**config.mk**
```make
export PLATFORM = sky130hd
export DESIGN_NAME = cv_deadband_reporter_with_bars
export DESIGN_NICKNAME = d
export VERILOG_FILES = /design/src/hw/rtl/cvdb_pkg.sv /design/src/hw/rtl/cvdb_chan_unit.sv /design/src/hw/rtl/cv_deadband_reporter_with_bars.sv
export SDC_FILE = /design/constraint.sdc
export NUM_CORES = 1
export LEC_CHECK = 0
export CAP_MARGIN = 20
export CORE_ASPECT_RATIO = 1.1
export CORE_MARGIN = 8
export CORE_UTILIZATION = 40
export CTS_CLUSTER_SIZE = 25
export DETAILED_ROUTE_END_ITERATION = 8
export DONT_BUFFER_PORTS = 1
export PLACE_DENSITY = 0.57
export SYNTH_ARGS = -nofsm -noshare
export SYNTH_HDL_FRONTEND = slang
export SYNTH_SLANG_ARGS = --single-unit
```
**constraint.sdc**
```tcl
create_clock -name clk_i -period 12 [get_ports clk_i]
set_input_delay 1.2 -clock clk_i [delete_from_list [all_inputs] [get_ports clk_i]]
set_output_delay 1.2 -clock clk_i [all_outputs]
set_load 0.005 [all_outputs]
```
**src/hw/rtl/cvdb_pkg.sv**
```systemverilog
`timescale 1ns / 1ps
`default_nettype none

package cvdb_pkg;

  localparam int unsigned Channels   = 4;
  localparam int unsigned ChIdxW     = $clog2(Channels);
  localparam int unsigned SampleInW  = 16;
  localparam int unsigned SampleBits = 12;
  localparam int unsigned AdcMax     = (1 << SampleBits) - 1;
  localparam int unsigned ThrW       = SampleBits + 1;
  localparam int unsigned RemapW     = 2 * Channels;
  localparam int unsigned CfgDataW   = ThrW;

  localparam int unsigned BarMax     = 28;
  localparam int unsigned BarW       = $clog2(BarMax + 2);
  localparam int unsigned FillW      = BarW;
  localparam int unsigned BarX0      = 82;
  localparam int unsigned BarPitch   = 12;
  localparam int unsigned XW         = 7;

  localparam logic [ThrW-1:0]   ThrReset   = ThrW'(41);
  localparam logic [RemapW-1:0] RemapReset = RemapW'(228);

  // bar length = floor((2*BarMax*level + AdcMax) / (2*AdcMax)), done as a
  // multiply by a scaled reciprocal of the divisor and a right shift
  localparam longint unsigned BarDiv   = 2 * AdcMax;
  localparam int unsigned     BarShift = 31;
  localparam longint unsigned BarRecip = ((64'd1 << BarShift) + BarDiv - 1) / BarDiv;
  localparam longint unsigned BarMul   = 2 * BarMax * BarRecip;
  localparam longint unsigned BarAdd   = AdcMax * BarRecip;
  localparam int unsigned     ProdW    = 40;

  // configuration register indexes
  localparam logic CfgThreshold = 1'b0;
  localparam logic CfgRemap     = 1'b1;

  typedef enum logic {
    ActSample  = 1'b0,
    ActRefresh = 1'b1
  } action_e;

  typedef enum logic {
    KindReport = 1'b0,
    KindRedraw = 1'b1
  } kind_e;

  typedef struct packed {
    kind_e                 kind;
    logic [ChIdxW-1:0]     index;
    logic [SampleBits-1:0] level;
    logic [XW-1:0]         bar_x;
    logic [FillW-1:0]      old_fill;
    logic [FillW-1:0]      new_fill;
  } result_t;

endpackage

`default_nettype wire

```
**src/hw/rtl/cvdb_chan_unit.sv**
```systemverilog
`timescale 1ns / 1ps
`default_nettype none

module cvdb_chan_unit import cvdb_pkg::*; (
  input  action_e                action_i,
  input  logic [SampleInW-1:0]   sample_i,
  input  logic [SampleBits-1:0]  last_sent_i,
  input  logic                   sent_valid_i,
  input  logic [ThrW-1:0]        threshold_i,
  input  logic [SampleBits-1:0]  cur_level_i,
  input  logic [BarW-1:0]        old_bar_i,
  input  logic [ChIdxW-1:0]      pos_i,
  output logic                   hit_o,
  output logic [SampleBits-1:0]  level_o,
  output logic [BarW-1:0]        new_bar_o,
  output result_t                res_o
);

  logic [SampleBits-1:0] lvl;
  logic [SampleBits-1:0] delta;
  logic [ProdW-1:0]      prod;
  logic [BarW-1:0]       nb;
  logic                  report_hit;

  always_comb begin
    if (sample_i[SampleInW-1]) begin
      lvl = '0;
    end else if (|sample_i[SampleInW-2:SampleBits]) begin
      lvl = SampleBits'(AdcMax);
    end else begin
      lvl = sample_i[SampleBits-1:0];
    end
  end

  assign delta      = (lvl >= last_sent_i) ? (lvl - last_sent_i) : (last_sent_i - lvl);
  assign report_hit = !sent_valid_i || ({1'b0, delta} >= threshold_i);

  assign prod = ProdW'(cur_level_i) * ProdW'(BarMul) + ProdW'(BarAdd);
  assign nb   = prod[BarShift +: BarW];

  always_comb begin
    res_o       = '0;
    res_o.index = pos_i;
    if (action_i == ActSample) begin
      hit_o       = report_hit;
      res_o.kind  = KindReport;
      res_o.level = lvl;
    end else begin
      hit_o          = (nb != old_bar_i);
      res_o.kind     = KindRedraw;
      res_o.bar_x    = XW'(BarX0) + XW'(BarPitch) * XW'(pos_i);
      res_o.old_fill = FillW'(BarMax + 1) - old_bar_i;
      res_o.new_fill = FillW'(BarMax + 1) - nb;
    end
  end

  assign level_o   = lvl;
  assign new_bar_o = nb;

endmodule

`default_nettype wire

```
**src/hw/rtl/cv_deadband_reporter_with_bars.sv**
```systemverilog
`timescale 1ns / 1ps
`default_nettype none

// Four-channel control-voltage change reporter with bar redraws. A sample
// item clamps each reading to 0..4095 and emits a report for every channel
// that was never sent or moved by at least the threshold; a refresh item
// emits a redraw for every display position whose bar length changed. One
// shared channel unit (clamp, abs-difference compare, bar multiply) handles
// one channel per cycle while out_ready_i does not stall a held result;
// after the last channel a flush state releases the final result and can
// already accept the next item. Results are delivered in channel order with
// last_o on the final one; an item may give no result. in_ready_o is low
// while the channels are worked on and in flush until the result can move.
module cv_deadband_reporter_with_bars import cvdb_pkg::*; (
  input  logic                  clk_i,
  input  logic                  rst_ni,

  input  logic                  cfg_we_i,
  input  logic                  cfg_index_i,
  input  logic [CfgDataW-1:0]   cfg_wdata_i,

  input  logic                  in_valid_i,
  output logic                  in_ready_o,
  input  logic                  action_i,
  input  logic [SampleInW-1:0]  sample_0_i,
  input  logic [SampleInW-1:0]  sample_1_i,
  input  logic [SampleInW-1:0]  sample_2_i,
  input  logic [SampleInW-1:0]  sample_3_i,

  output logic                  out_valid_o,
  input  logic                  out_ready_i,
  output logic                  result_kind_o,
  output logic                  last_o,
  output logic [ChIdxW-1:0]     out_index_o,
  output logic [SampleBits-1:0] level_o,
  output logic [XW-1:0]         bar_x_o,
  output logic [FillW-1:0]      old_fill_o,
  output logic [FillW-1:0]      new_fill_o
);

  typedef enum logic [1:0] {
    StIdle,
    StRun,
    StFlush
  } state_e;

  state_e                state_q;
  logic [ChIdxW-1:0]     ch_q;
  action_e               action_q;
  logic [SampleInW-1:0]  sample_q    [Channels];
  logic [ThrW-1:0]       thr_q;
  logic [RemapW-1:0]     remap_q;

  logic [SampleBits-1:0] last_sent_q [Channels];
  logic                  sent_valid_q[Channels];
  logic [SampleBits-1:0] cur_level_q [Channels];
  logic [BarW-1:0]       bar_len_q   [Channels];

  result_t               pend_q;
  logic                  pend_valid_q;
  result_t               out_q;
  logic                  out_last_q;
  logic                  out_valid_q;

  logic [ChIdxW-1:0]     pos;
  logic                  hit;
  logic [SampleBits-1:0] unit_level;
  logic [BarW-1:0]       unit_bar;
  result_t               unit_res;
  logic                  out_free;
  logic                  step;
  logic                  flush_ok;
  logic                  in_xfer;
  logic                  out_load;

  assign pos = remap_q[ChIdxW*ch_q +: ChIdxW];

  cvdb_chan_unit u_unit (
    .action_i    (action_q),
    .sample_i    (sample_q[ch_q]),
    .last_sent_i (last_sent_q[ch_q]),
    .sent_valid_i(sent_valid_q[ch_q]),
    .threshold_i (thr_q),
    .cur_level_i (cur_level_q[ch_q]),
    .old_bar_i   (bar_len_q[pos]),
    .pos_i       (pos),
    .hit_o       (hit),
    .level_o     (unit_level),
    .new_bar_o   (unit_bar),
    .res_o       (unit_res)
  );

  assign out_free = !out_valid_q || out_ready_i;
  // a new result can only be taken when the pending one has somewhere to go
  assign step     = !(hit && pend_valid_q) || out_free;
  assign flush_ok = !pend_valid_q || out_free;

  // the held result moves to the output register
  assign out_load = ((state_q == StRun) && step && hit && pend_valid_q) ||
                    ((state_q == StFlush) && flush_ok && pend_valid_q);

  always_comb begin
    unique case (state_q)
      StIdle:  in_ready_o = 1'b1;
      StFlush: in_ready_o = flush_ok;
      default: in_ready_o = 1'b0;
    endcase
  end

  assign in_xfer = in_valid_i && in_ready_o;

  always_ff @(posedge clk_i or negedge rst_ni) begin
    if (!rst_ni) begin
      state_q      <= StIdle;
      ch_q         <= '0;
      action_q     <= ActSample;
      thr_q        <= ThrReset;
      remap_q      <= RemapReset;
      pend_q       <= '0;
      pend_valid_q <= 1'b0;
      out_q        <= '0;
      out_last_q   <= 1'b0;
      out_valid_q  <= 1'b0;
      for (int i = 0; i < Channels; i++) begin
        sample_q[i]     <= '0;
        last_sent_q[i]  <= '0;
        sent_valid_q[i] <= 1'b0;
        cur_level_q[i]  <= '0;
        bar_len_q[i]    <= '0;
      end
    end else begin
      if (cfg_we_i) begin
        unique case (cfg_index_i)
          CfgThreshold: thr_q   <= cfg_wdata_i[ThrW-1:0];
          CfgRemap:     remap_q <= cfg_wdata_i[RemapW-1:0];
          default:      ;
        endcase
      end

      if (out_load) begin
        out_valid_q <= 1'b1;
      end else if (out_valid_q && out_ready_i) begin
        out_valid_q <= 1'b0;
      end

      if (in_xfer) begin
        action_q    <= action_e'(action_i);
        sample_q[0] <= sample_0_i;
        sample_q[1] <= sample_1_i;
        sample_q[2] <= sample_2_i;
        sample_q[3] <= sample_3_i;
        ch_q        <= '0;
      end

      unique case (state_q)
        StIdle: begin
          if (in_xfer) begin
            state_q <= StRun;
          end
        end
        StRun: begin
          if (step) begin
            if (action_q == ActSample) begin
              cur_level_q[ch_q] <= unit_level;
              if (hit) begin
                last_sent_q[ch_q]  <= unit_level;
                sent_valid_q[ch_q] <= 1'b1;
              end
            end else if (hit) begin
              bar_len_q[pos] <= unit_bar;
            end
            if (hit) begin
              // push the held result out, it is not the final one
              if (pend_valid_q) begin
                out_q      <= pend_q;
                out_last_q <= 1'b0;
              end
              pend_q       <= unit_res;
              pend_valid_q <= 1'b1;
            end
            if (ch_q == ChIdxW'(Channels - 1)) begin
              state_q <= StFlush;
            end
            ch_q <= ch_q + 1'b1;
          end
        end
        StFlush: begin
          if (flush_ok) begin
            if (pend_valid_q) begin
              out_q        <= pend_q;
              out_last_q   <= 1'b1;
              pend_valid_q <= 1'b0;
            end
            state_q <= in_xfer ? StRun : StIdle;
          end
        end
        default: state_q <= StIdle;
      endcase
    end
  end

  assign out_valid_o   = out_valid_q;
  assign result_kind_o = out_q.kind;
  assign last_o        = out_last_q;
  assign out_index_o   = out_q.index;
  assign level_o       = out_q.level;
  assign bar_x_o       = out_q.bar_x;
  assign old_fill_o    = out_q.old_fill;
  assign new_fill_o    = out_q.new_fill;

endmodule

`default_nettype wire
```
==> results.yml <==
outcome:
  status: "complete, no violations"
yosys:
  syn-mean-instance-area_sq_um: 10.9
  synth_fp_nets: 1895
  synth_cells: 1641
  synth_cell_type_count: 88
  async_reset_ff_share_pct: 100
  synth_edf_count: 0
  seq_area_frac_synth_pct: 38.4
  synth_flop_cell: "dfrtp_1"
  ys_ff_latch: 273
  syn_area_sq_um: 17800
  ys_warn_count: 0
sta:
  hold_viol_final: 0
  setup_tns_ns: 0
  rsz0062_at_grt: "false"
  fin_crit_sh_pct: 79.3
  tightest_slew_ns: 1.05
  final_max_slew_viol_count: 0
  fmax_ghz: 0.105
  fin_crit_ns: 9.52
  clock_skew_ns: 0.0166
  max-slew-margin-rel_pct: 30.1
  setup_ws_ns: 2.48
  setup_viol: 0
worst_setup_path:
  rrSetupSlack_ns: 2.48
  cp.arrival_ns: 9.96
  cp.required_ns: 12.43
  r2r-start: "ch_q[0]$_DFF_PN0_"
  critPathCaptureType: "flip-flop"
  startpoint: "ch_q[0]$_DFF_PN0_"
  critPathKind: "reg2reg"
  cp_max_fo: 31
  critPathLaunchType: "flip-flop"
clock_network:
  clkSinkCount: 273
  worstSkewPairLatency_ns: 0.58
  holdBufCountCts: 0
  cts_setup_buffers: 0
  cts-htree-levels: 1
  cts_max_path_buffers: 3
  cts_tree: "built"
  clk_pin_slew_ns: 0.06
  cts_made_buffers: 31
  ctsRootBufferMaster: "clkbuf_16"
  cts_resized: 0
floorplanning:
  core-area_sq_um: 44300
  row_count: 81
  initial_core_util_pct: 40.3
  die_x_um: 217
  die-area_sq_um: 51600
  fp.dieH_um: 237
  ios: 119
routing:
  vias: 12500
  drtPass1Iterations: 5
  wire_per_inst_um: 20.4
  drc: 0
  viasPerCell: 5.62
  dr.first_iter.drc_count: 799
  wirelength_mm: 45.2
  ant_nets: 0
job:
  drv_cap: 0
global_route:
  grt_max_degree: 274
  grt_use_total_pct: 17.4
  grt_pass1_vias: 12900
  grt_overflow: 0
  grt_pass1_wl_mm: 73.0
  grt_antenna_before_repair: 6
min_path:
  hold_class: "in2async"
placed_design:
  gp_congestion: 0.905
  post-dp-hpwl_mm: 33.6
  numPortBuffers: 0
  pre_cts_ws_ns: 2.46
cells_and_area:
  layout-drive-gt1-share_pct: 21.4
  areaGrowthSynthToFinish_pct: 9.56
  final_net_count: 1862
==> kinds of logic (layout without fill, tap and decap cells) <==
family                     Yosys count  count (layout)  share of synthesized area, %
DFF                                273             273                          38.4
buffers and inverters              231             223                          5.18
muxes                              264             264                          19.3
xor gates and xnor gates            25              25                          1.23
adders and majority gates          170             170                          13.6
and+or+nand+nor                    358             358                          10.1
other                                1               3                        0.0210
AOI/OAI and AO/OA                  319             319                          12.2
==> cell usage after synthesis (6+ instances only) <==
master	count	area share, %
nand2b_1	13	0.46
o211ai_1	7	0.29
a22oi_1	6	0.25
mux2i_1	18	1.0
a211oi_1	14	0.59
a31oi_1	6	0.21
o21a_1	10	0.42
a21boi_0	6	0.25
and3_1	9	0.32
fa_1	40	4.5
inv_1	144	3.0
nor2_1	67	1.4
buf_1	10	0.21
buf_2	24	0.67
nand3_1	29	0.81
o21ai_0	43	1.2
nor4_1	6	0.21
nor3b_1	7	0.29
a21oi_1	57	1.6
o21ai_1	10	0.28
xor2_1	13	0.64
o31ai_1	16	0.67
and4_1	12	0.59
o41ai_1	15	0.74
o22ai_1	40	1.4
nor3_1	21	0.59
dfstp_2	7	1.0
clkbuf_1	46	0.97
mux2_2	200	13
and2_1	7	0.25
nand4_1	10	0.35
ha_1	130	9.1
dfrtp_1	266	37
nor2b_1	14	0.49
xnor2_1	12	0.59
nand2_1	133	2.8
mux4_2	43	5.4
a21o_1	22	0.93
==> cell usage in the layout (no fill, tap or decap), types with 29 or more instances in the layout <==
cell type,instances
a21oi_1,57
clkbuf_16,31
dfrtp_1,264
fa_1,40
ha_1,130
inv_1,144
mux2_2,200
mux4_2,43
nand2_1,132
nand3_1,29
nor2_1,65
o21ai_0,43
o22ai_1,40
==> state kept, by name, summed over array words and instances (netlist names), 8 cells and up <==
register and cells:
thr_q 13, last_sent_q 48, bar_len_q 20, remap_q 8
pend_q 30, cur_level_q 48, sample_q 64, level_o 12
==> routing by layer <==
layer / wire length (um) / GRT usage (%) / share of wire (%)
met5: 49 / 0 / 0.11
met4: 1090 / 4.33 / 2.4
met3: 2300 / 3.41 / 5.1
met2: 21300 / 28.6 / 47
met1: 20400 / 23.3 / 45
==> metrics by stage <==
stage,utilization [%],instances,instance area [sq um],hold slack (ns)
final,44.1,2216,19500,0.337
after global routing,44.1,2215,19500,0.307
after CTS,44.1,2213,19500,0.308
after detailed placement,41.4,2155,18300,0.448
after global placement,41.4,2155,18300,0.445
after floorplan,-,1641,17800,0.429
==> critical path, cell delays in order (launching register included) <==
cell and delay (ns):
dfrtp_4 0.79, buf_4 0.46, mux4_2 0.60, inv_1 0.16
fa_1 0.44, ha_1 0.29, inv_1 0.08, fa_1 0.54
inv_1 0.05, fa_1 0.53, inv_1 0.05, fa_1 0.53
inv_1 0.04, ha_1 0.53, a21oi_1 0.21, a211oi_1 0.62
a21o_1 0.28, a21oi_1 0.08, o211ai_1 0.68, nor2_1 0.25
nand4_1 0.15, o311ai_0 0.13, or4_4 0.57, nor4b_4 0.25
buf_4 0.32, o31a_1 0.16, buf_4 0.34, o22ai_1 0.16
==> worst paths after layout <==
kind | cells after the start | to
max reg2reg | 27 | bar_x_o[3]$_DFFE_PN0P_
min in group clk_i | 1 | sent_valid_q[3]$_DFFE_PN0P_
min reg2reg | 1 | sent_valid_q[3]$_DFFE_PN0P_
max | 27 | bar_x_o[3]$_DFFE_PN0P_
max in group asynchronous | 0 | ch_q[0]$_DFF_PN0_
min | 0 | last_sent_q[20]$_DFFE_PN0P_
==> final cells by class <==
| type | count | area [sq um] |
|---|---|---|
| multi-input combinational | 1137 | 10100 |
| clock inverter | 14 | 273 |
| fill | 4165 | 24800 |
| clock buffer | 44 | 905 |
| timing repair buffer | 20 | 158 |
| sequential | 273 | 6850 |
| tap | 581 | 727 |
| inverter | 145 | 544 |
| antenna | 2 | 5.00 |
Power is left out: the tool's default activity adds up to more than one toggle a clock period on the data nets, which glitch-free logic cannot reach.
